**src/hw/rtl/hrt_pkg.sv**
```systemverilog
package hrt_pkg;

  // Byte codes
  localparam logic [7:0] CH_SP    = 8'h20;
  localparam logic [7:0] CH_CR    = 8'h0d;
  localparam logic [7:0] CH_LF    = 8'h0a;
  localparam logic [7:0] CH_COLON = 8'h3a;

  // Result roles
  localparam logic [2:0] ROLE_METHOD  = 3'd0;
  localparam logic [2:0] ROLE_PATH    = 3'd1;
  localparam logic [2:0] ROLE_VERSION = 3'd2;
  localparam logic [2:0] ROLE_KEY     = 3'd3;
  localparam logic [2:0] ROLE_VALUE   = 3'd4;
  localparam logic [2:0] ROLE_DELIM   = 3'd5;
  localparam logic [2:0] ROLE_STATUS  = 3'd6;

  // Final status codes
  localparam logic [2:0] ST_OK          = 3'd0;
  localparam logic [2:0] ST_NO_M_SPACE  = 3'd1;
  localparam logic [2:0] ST_BAD_METHOD  = 3'd2;
  localparam logic [2:0] ST_NO_P_SPACE  = 3'd3;
  localparam logic [2:0] ST_NO_V_CRLF   = 3'd4;

  // Results one input beat can cause
  localparam int MAX_RES = 3;

  // Method table
  localparam int METHOD_COUNT = 9;
  localparam int METHOD_CHARS = 8;

  localparam logic [7:0] VERB_TEXT [METHOD_COUNT][METHOD_CHARS] = '{
    '{"G", "E", "T", 8'h00, 8'h00, 8'h00, 8'h00, 8'h00},
    '{"P", "O", "S", "T", 8'h00, 8'h00, 8'h00, 8'h00},
    '{"P", "U", "T", 8'h00, 8'h00, 8'h00, 8'h00, 8'h00},
    '{"D", "E", "L", "E", "T", "E", 8'h00, 8'h00},
    '{"H", "E", "A", "D", 8'h00, 8'h00, 8'h00, 8'h00},
    '{"O", "P", "T", "I", "O", "N", "S", 8'h00},
    '{"P", "A", "T", "C", "H", 8'h00, 8'h00, 8'h00},
    '{"T", "R", "A", "C", "E", 8'h00, 8'h00, 8'h00},
    '{"C", "O", "N", "N", "E", "C", "T", 8'h00}
  };

  localparam logic [2:0] VERB_LEN [METHOD_COUNT] = '{
    3'd3, 3'd4, 3'd3, 3'd6, 3'd4, 3'd7, 3'd5, 3'd5, 3'd7
  };

  // Parse phase
  typedef enum logic [6:0] {
    PH_METHOD  = 7'b0000001,
    PH_PATH    = 7'b0000010,
    PH_VERSION = 7'b0000100,
    PH_KEY     = 7'b0001000,
    PH_VALUE   = 7'b0010000,
    PH_BODY    = 7'b0100000,
    PH_FAILED  = 7'b1000000
  } phase_t;

  // One result item, run_last is added at the output
  typedef struct packed {
    logic [7:0] data;
    logic [2:0] role;
    logic       kept;
    logic [2:0] status;
  } res_t;

  // All results of one input beat
  typedef struct packed {
    res_t [MAX_RES-1:0] res;
    logic [1:0]         count;
  } bundle_t;

endpackage

```
**src/hw/rtl/hrt_step.sv**
```systemverilog
module hrt_step
  import hrt_pkg::*;
(
  input  logic       clk,
  input  logic       rst,
  input  logic       advance,
  input  logic [7:0] in_byte,
  input  logic       is_last,
  output bundle_t    bundle
);

  typedef struct packed {
    phase_t                    phase;
    logic [METHOD_COUNT-1:0]   method_match;
    logic [2:0]                method_pos;
    logic                      cr_held;
    logic                      colon_seen;
    logic                      line_empty;
    logic [2:0]                fail_code;
  } pstate_t;

  typedef struct packed {
    pstate_t st;
    logic    emit;
    res_t    res;
  } content_t;

  typedef struct packed {
    pstate_t st;
    res_t    cr;
    res_t    lf;
  } line_t;

  localparam pstate_t RESET_ST = '{
    phase:        PH_METHOD,
    method_match: '1,
    method_pos:   3'd0,
    cr_held:      1'b0,
    colon_seen:   1'b0,
    line_empty:   1'b1,
    fail_code:    3'd0
  };

  pstate_t state;
  pstate_t state_next;

  function automatic res_t mk_res(logic [7:0] b, logic [2:0] r, logic k, logic [2:0] s);
    res_t x;
    x.data   = b;
    x.role   = r;
    x.kept   = k;
    x.status = s;
    return x;
  endfunction

  // Tag one content byte and advance the phase
  function automatic content_t content(pstate_t s, logic [7:0] b);
    content_t c;
    logic     ok;
    c.st   = s;
    c.emit = 1'b0;
    c.res  = '0;
    ok     = 1'b0;
    unique case (s.phase)
      PH_METHOD: begin
        c.emit = 1'b1;
        if (b == CH_SP) begin
          for (int k = 0; k < METHOD_COUNT; k++) begin
            if (s.method_match[k] && (VERB_LEN[k] == s.method_pos)) ok = 1'b1;
          end
          c.res = mk_res(b, ROLE_DELIM, 1'b0, ST_OK);
          if (ok) begin
            c.st.phase = PH_PATH;
          end else begin
            c.st.phase     = PH_FAILED;
            c.st.fail_code = ST_BAD_METHOD;
          end
        end else begin
          for (int k = 0; k < METHOD_COUNT; k++) begin
            if (!((s.method_pos < VERB_LEN[k]) && (VERB_TEXT[k][s.method_pos] == b)))
              c.st.method_match[k] = 1'b0;
          end
          if (s.method_pos != 3'd7) begin
            c.st.method_pos = 3'(s.method_pos + 3'd1);
          end else begin
            c.st.method_match = '0;
          end
          c.res = mk_res(b, ROLE_METHOD, 1'b0, ST_OK);
        end
      end
      PH_PATH: begin
        c.emit = 1'b1;
        if (b == CH_SP) begin
          c.res      = mk_res(b, ROLE_DELIM, 1'b0, ST_OK);
          c.st.phase = PH_VERSION;
        end else begin
          c.res = mk_res(b, ROLE_PATH, 1'b0, ST_OK);
        end
      end
      PH_VERSION: begin
        c.emit = 1'b1;
        c.res  = mk_res(b, ROLE_VERSION, 1'b0, ST_OK);
      end
      PH_KEY: begin
        c.emit          = 1'b1;
        c.st.line_empty = 1'b0;
        if (b == CH_COLON) begin
          c.res           = mk_res(b, ROLE_DELIM, 1'b0, ST_OK);
          c.st.colon_seen = 1'b1;
          c.st.phase      = PH_VALUE;
        end else begin
          c.res = mk_res(b, ROLE_KEY, 1'b0, ST_OK);
        end
      end
      PH_VALUE: begin
        c.emit          = 1'b1;
        c.st.line_empty = 1'b0;
        c.res           = mk_res(b, ROLE_VALUE, 1'b0, ST_OK);
      end
      default: begin
        c.emit = 1'b0;
      end
    endcase
    return c;
  endfunction

  // Close a line on CRLF
  function automatic line_t close_line(pstate_t s);
    line_t l;
    l.st = s;
    l.cr = mk_res(CH_CR, ROLE_DELIM, 1'b0, ST_OK);
    if (s.phase == PH_VERSION) begin
      l.lf       = mk_res(CH_LF, ROLE_DELIM, 1'b0, ST_OK);
      l.st.phase = PH_KEY;
    end else begin
      l.lf       = mk_res(CH_LF, ROLE_DELIM, s.colon_seen, ST_OK);
      l.st.phase = s.line_empty ? PH_BODY : PH_KEY;
    end
    l.st.colon_seen = 1'b0;
    l.st.line_empty = 1'b1;
    return l;
  endfunction

  // Work out the results and next state of one beat
  always_comb begin
    pstate_t    s;
    content_t   c;
    line_t      l;
    logic [1:0] n;
    logic       done;
    logic [2:0] st;
    s      = state;
    n      = 2'd0;
    done   = 1'b0;
    st     = ST_OK;
    bundle = '0;
    c      = '0;
    l      = '0;

    // resolve a held CR
    if (s.cr_held) begin
      s.cr_held = 1'b0;
      if (in_byte == CH_LF) begin
        l                = close_line(s);
        s                = l.st;
        bundle.res[0]    = l.cr;
        bundle.res[1]    = l.lf;
        n                = 2'd2;
        done             = 1'b1;
      end else begin
        c = content(s, CH_CR);
        s = c.st;
        if (c.emit) begin
          bundle.res[n] = c.res;
          n             = 2'(n + 2'd1);
        end
      end
    end

    // hold a CR or tag the byte
    if (!done) begin
      if ((in_byte == CH_CR) &&
          (s.phase == PH_VERSION || s.phase == PH_KEY || s.phase == PH_VALUE)) begin
        s.cr_held = 1'b1;
      end else begin
        c = content(s, in_byte);
        s = c.st;
        if (c.emit) begin
          bundle.res[n] = c.res;
          n             = 2'(n + 2'd1);
        end
      end
    end

    // flush and report status on the last beat
    if (is_last) begin
      if (s.cr_held) begin
        s.cr_held = 1'b0;
        c         = content(s, CH_CR);
        s         = c.st;
        if (c.emit && n != 2'd3) begin
          bundle.res[n] = c.res;
          n             = 2'(n + 2'd1);
        end
      end
      if (s.fail_code != 3'd0)         st = s.fail_code;
      else if (s.phase == PH_METHOD)   st = ST_NO_M_SPACE;
      else if (s.phase == PH_PATH)     st = ST_NO_P_SPACE;
      else if (s.phase == PH_VERSION)  st = ST_NO_V_CRLF;
      else                             st = ST_OK;
      if (n != 2'd3) begin
        bundle.res[n] = mk_res(8'h00, ROLE_STATUS, 1'b0, st);
        n             = 2'(n + 2'd1);
      end
      s = RESET_ST;
    end

    bundle.count = n;
    state_next   = s;
  end

  // Advance the parse state per beat
  always_ff @(posedge clk) begin
    if (rst) begin
      state <= RESET_ST;
    end else if (advance) begin
      state <= state_next;
    end
  end

  a_cr_phase: assert property (@(posedge clk) disable iff (rst)
    state.cr_held |->
      (state.phase == PH_VERSION || state.phase == PH_KEY || state.phase == PH_VALUE))
    else $error("CR held outside version or header part");

  a_fail_phase: assert property (@(posedge clk) disable iff (rst)
    (state.fail_code != 3'd0) |-> (state.phase == PH_FAILED))
    else $error("fail code set outside failed phase");

  a_pos_match: assert property (@(posedge clk) disable iff (rst)
    (state.method_pos == 3'd0) |-> (state.method_match == '1))
    else $error("method match narrowed before any method byte");

  a_last_reset: assert property (@(posedge clk) disable iff (rst)
    (advance && is_last) |=> (state == RESET_ST))
    else $error("state not returned to reset after last beat");

endmodule

```
**src/hw/rtl/hrt_out.sv**
```systemverilog
module hrt_out
  import hrt_pkg::*;
(
  input  logic       clk,
  input  logic       rst,
  input  logic       load,
  input  bundle_t    bundle,
  output logic       free,
  output logic       out_valid,
  input  logic       out_ready,
  output logic [7:0] out_byte,
  output logic [2:0] role,
  output logic       line_kept,
  output logic [2:0] status,
  output logic       run_last
);

  bundle_t    held;
  logic       valid;
  logic [1:0] idx;
  logic       at_end;
  res_t       cur;

  assign at_end = (idx == 2'(held.count - 2'd1));
  assign free   = !valid || (out_ready && at_end);
  assign cur    = held.res[idx];

  assign out_valid = valid;
  assign out_byte  = cur.data;
  assign role      = cur.role;
  assign line_kept = cur.kept;
  assign status    = cur.status;
  assign run_last  = at_end;

  // Hold the valid flag and beat index
  always_ff @(posedge clk) begin
    if (rst) begin
      valid <= 1'b0;
      idx   <= 2'd0;
    end else if (load) begin
      valid <= (bundle.count != 2'd0);
      idx   <= 2'd0;
    end else if (valid && out_ready) begin
      if (at_end) begin
        valid <= 1'b0;
        idx   <= 2'd0;
      end else begin
        idx <= 2'(idx + 2'd1);
      end
    end
  end

  // Capture the results of a beat
  always_ff @(posedge clk) begin
    if (load) begin
      held <= bundle;
    end
  end

  a_count: assert property (@(posedge clk) disable iff (rst)
    valid |-> (held.count != 2'd0 && idx < held.count))
    else $error("output index beyond held results");

  a_load_free: assert property (@(posedge clk) disable iff (rst)
    load |-> free)
    else $error("results loaded over undelivered beats");

  a_step: assert property (@(posedge clk) disable iff (rst)
    (valid && out_ready && !at_end && !load) |=> (valid && idx == 2'($past(idx) + 2'd1)))
    else $error("output index did not step");

endmodule

```
**src/hw/rtl/http_request_head_tokenizer_core.sv**
```systemverilog
// Channel  Handshake            Payload
// input    in_valid / in_ready  in_byte[7:0], is_last
// output   out_valid/out_ready  out_byte[7:0], role[2:0], line_kept, status[2:0], run_last
//
// One input byte per cycle enters an input register while in_ready is high; the tokenizer
// logic turns it into zero to three results that load an output register once it is free.
// The output drains one result per cycle while out_ready is high, and the input register
// holds a byte until the output has taken the last result before it; the output drain sets the rate.
// Reset (rst, synchronous) empties both registers and returns the parser to the method
// phase. A stall on out_ready holds the output and, once the input register is full,
// drops in_ready.
module http_request_head_tokenizer_core
  import hrt_pkg::*;
(
  input  logic       clk,
  input  logic       rst,
  input  logic       in_valid,
  output logic       in_ready,
  input  logic [7:0] in_byte,
  input  logic       is_last,
  output logic       out_valid,
  input  logic       out_ready,
  output logic [7:0] out_byte,
  output logic [2:0] role,
  output logic       line_kept,
  output logic [2:0] status,
  output logic       run_last
);

  logic       q_valid;
  logic [7:0] q_byte;
  logic       q_last;
  logic       free;
  logic       advance;
  bundle_t    bundle;

  assign advance  = q_valid && free;
  assign in_ready = !q_valid || advance;

  // Hold the input beat until the output side can take its results
  always_ff @(posedge clk) begin
    if (rst) begin
      q_valid <= 1'b0;
    end else if (in_ready) begin
      q_valid <= in_valid;
    end
  end

  always_ff @(posedge clk) begin
    if (in_ready && in_valid) begin
      q_byte <= in_byte;
      q_last <= is_last;
    end
  end

  hrt_step u_step (
    .clk     (clk),
    .rst     (rst),
    .advance (advance),
    .in_byte (q_byte),
    .is_last (q_last),
    .bundle  (bundle)
  );

  hrt_out u_out (
    .clk       (clk),
    .rst       (rst),
    .load      (advance),
    .bundle    (bundle),
    .free      (free),
    .out_valid (out_valid),
    .out_ready (out_ready),
    .out_byte  (out_byte),
    .role      (role),
    .line_kept (line_kept),
    .status    (status),
    .run_last  (run_last)
  );

endmodule

```
**config.mk**
```make
export PLATFORM = sky130hd
export DESIGN_NAME = http_request_head_tokenizer_core
export DESIGN_NICKNAME = d
export VERILOG_FILES = /design/src/hw/rtl/hrt_pkg.sv /design/src/hw/rtl/hrt_step.sv /design/src/hw/rtl/hrt_out.sv /design/src/hw/rtl/http_request_head_tokenizer_core.sv
export SDC_FILE = /design/constraint.sdc
export NUM_CORES = 1
export LEC_CHECK = 0
export ABC_AREA = 1
export BUFFER_PORTS_ARGS = -buffer_cell sky130_fd_sc_hd__buf_4
export CAP_MARGIN = 15
export CORE_UTILIZATION = 55
export DETAILED_ROUTE_END_ITERATION = 12
export PLACE_DENSITY = 0.73
export REMOVE_ABC_BUFFERS = 1
export SYNTH_ARGS = -nofsm -noshare
export SYNTH_HDL_FRONTEND = slang
export SYNTH_SLANG_ARGS = --single-unit
```
**constraint.sdc**
```tcl
create_clock -name clk -period 4.05 [get_ports clk]
set_clock_uncertainty 0.05 [all_clocks]
set_input_delay 0.6075 -clock clk [delete_from_list [all_inputs] [get_ports clk]]
set_output_delay 0.6075 -clock clk [all_outputs]
set_load 0.02 [all_outputs]
```
==> results.yml <==
timing:
  slew_viol_final: 0
  fin_setup_tns_ps: 0
  fmaxAchievable_mhz: 271.1
  fin_crit_ps: 3689
  final_hold_viol_count: 0
  relSlewSlack_pct: 53.17
  tightestPinTransition_ps: 701.6
  setup_viol: 0
  rsz0062_at_grt: "no"
  fin_crit_sh_pct: 91.08
finish:
  antenna_cells: 0
  syn2layout_area_growth_pct: 11.01
  fin_nets: 804
  fin_area_mm2: 0.006168
  drive_gt1_share_pct: 13.98
cts:
  insertion_delay_ps: 370
  clock_sinks: 83
  cts_root_buf: "clkbuf_8"
  clkTransAtPathRegs_ps: 90
  cts_made_buffers: 9
  cts_tree: "done"
  postCtsHoldBufs: 0
  htreeDepth: 3
  clockBufferDepth: 2
placement:
  hpwl_mm: 10.84
  routabilityCongestion: 0.9401
  dpl-instance-area_mm2: 0.005906
  io_buffers: 30
floorplan:
  die_h_um: 102.5
  core-area_mm2: 0.009774
  chipWidth_um: 102.5
  die_area_mm2: 0.01051
  ioPinCount: 31
  rows: 36
  initial_core_util_pct: 56.85
critical_path:
  rr_endpoint: "u_out.held[8]"
  ff2ff_setup_slack_ps: 360
  critPathMaxStageDelay_ps: 480
  crit_family: "simple AND/OR/NAND/NOR gates"
  worstPathMaxFanout: 12
  worstSetupStartpointType: "flop"
  critPathArrivalTime_ps: 3760
  r2r-start: "q_byte[7]"
  cp_num_buf_inv: 4
  crit_path_start: "q_byte[7]"
  critPathKind: "reg -> reg"
  cpMostUsedCell: "nand2_1"
  end_kind: "flop"
  rr_worst_depth: 25
  slowest_stage: "edfxtp_1"
  critical_path_required_ps: 4130
  crit_end: "u_out.held[8]"
  worst-path-stages: 25
global_route:
  grt_usage_pct: 28.54
  grt_pass1_wl_mm: 22.94
  overflow: 0
  antenna_found_initial: 0
  grt_max_degree: 47
  grt_pass1_vias: 4704
routing:
  firstDrtPassIters: 6
  drtIter0Drc: 412
  wl_per_cell_um: 15.40
  wirelength_mm: 14.17
  dr_total_vias: 5129
  drc: 0
  ant_nets: 0
  viasPerCell: 5.575
yosys:
  ys_ff_latch: 83
  synthArstFlopShare_pct: 0
  synth_common_cells: "137 x nand2_1, 120 x nor2_1, 90 x inv_1, 55 x nand3_1, 54 x edfxtp_1"
  yosys.area.top_type: "edfxtp_1"
  yosysUniqueCellTypes: 47
  ys_warn_count: 0
  synthTopCellsByArea: "edfxtp_1 29%, dfxtp_1 10%, nand2_1 9.3%, nor2_1 8.1%, inv_1 6.1%"
  syn_inst: 749
  synth_most_common_cell: "nand2_1"
  synth-seq-area-share_pct: 39.63
  synth.avg_cell_area_um2: 7.419
  netlist_area_mm2: 0.005557
  synth_top_area_share_pct: 29.18
  ys.flop_type: "edfxtp_1"
  synth-edff-count: 54
power:
  p_per_area_mw_per_mm2: 296.8
  p_leak_nw: 2.891
  vdd_drop_max_uv: 180.8
job:
  maxCapViolCount: 0
worst_hold_path:
  holdCritPathClass: "in -> reg"
outcome:
  outcome: "completed"
## registers in the layout, summed over array words and instances (netlist names)
signal           flops
u_out.out_valid      1
q_valid              1
q_last               1
q_byte               8
u_out.idx            2
u_step.state        25
u_out.held          45
## metrics by stage
step / hold slack, ps / instances / setup WS (ps) / total power, mW / util [%]
6_report: 360.9 / 920 / 361.3 / 1.831 / 63.11
3_3_place_gp: 386.6 / 900 / 383.7 / 1.174 / 60.42
4_1_cts: 356.2 / 916 / 156.0 / 1.832 / 62.63
3_5_place_dp: 407.4 / 900 / 178.1 / 1.177 / 60.42
2_1_floorplan: 369.1 / 722 / 427.3 / 1.101 / -
5_1_grt: 351.0 / 920 / 41.01 / 1.895 / 63.11
## cell usage in the layout, fill, tap and decap left out, drive strengths merged, types with 2 or more instances in the layout
cell and count:
o211ai 3, nor4 4, o22a 5, o21a 4, a21oi 34, ha 9
clkbuf 10, inv 100, nor3 8, xnor2 2, o21bai 5, dfxtp 29
o31ai 14, a211oi 2, nand2 150, a22oi 4, buf 49, nand4 20
nor2 132, a31oi 2, bufinv 2, xor2 16, nand3 61, o2111ai 4
clkinv 5, o22ai 7, a2111oi 3, o21ai 43, edfxtp 54, or2 2
## worst min path at each step
stage / from / end / slack (ps) / depth (start not counted)
3_5_place_dp: u_step.state[2] / u_step.state[2] / 410 / 2
3_3_place_gp: u_step.state[3] / u_step.state[3] / 390 / 2
6_report: in_byte[7] / q_byte[7] / 360 / 1
5_1_grt: in_byte[7] / q_byte[7] / 350 / 1
4_1_cts: in_byte[4] / q_byte[4] / 360 / 1
2_1_floorplan: u_step.state[3] / u_step.state[3] / 370 / 2
## report_power, final
group | internal [mW] | leakage [nW] | switching (mW) | total [mW]
clock network | 0.349 | 0.105 | 0.321 | 0.670
logic | 0.0728 | 2.03 | 0.133 | 0.205
registers | 0.938 | 0.753 | 0.0185 | 0.956
## repair_timing
action | in CTS | in global routing
setup endpoints to repair | 0 | 34
gates resized for setup | 0 | 5
setup buffers | 0 | 4
## layout make-up
class | count | area [um^2]
inverter | 102 | 390.4
tap | 133 | 166.4
clock buffer | 10 | 127.6
multi-input combinational | 537 | 2825
timing repair buffer | 49 | 367.9
clock inverter | 6 | 88.84
sequential | 83 | 2202
fill | 900 | 3606
## cells by family (layout without fill, tap and decap cells)
family | after synthesis | count (layout) | synth area share (%)
adders and majority gates | 9 | 9 | 2.027
xor gates and xnor gates | 18 | 18 | 2.837
DFF | 83 | 83 | 39.63
buffers and inverters | 129 | 167 | 9.727
and+or+nand+nor | 379 | 379 | 31.39
AOI/OAI and AO/OA | 131 | 131 | 14.39
## metal layers
layer	vias to the layer above	share of wire [%]	track usage, %
li1	2574	-	-
met1	2373	46	38.33
met2	155	46	45.69
met3	27	5.2	4.000
met4	0	2.3	13.19
met5	-	0	0
Power figures use the tool's default switching activity.
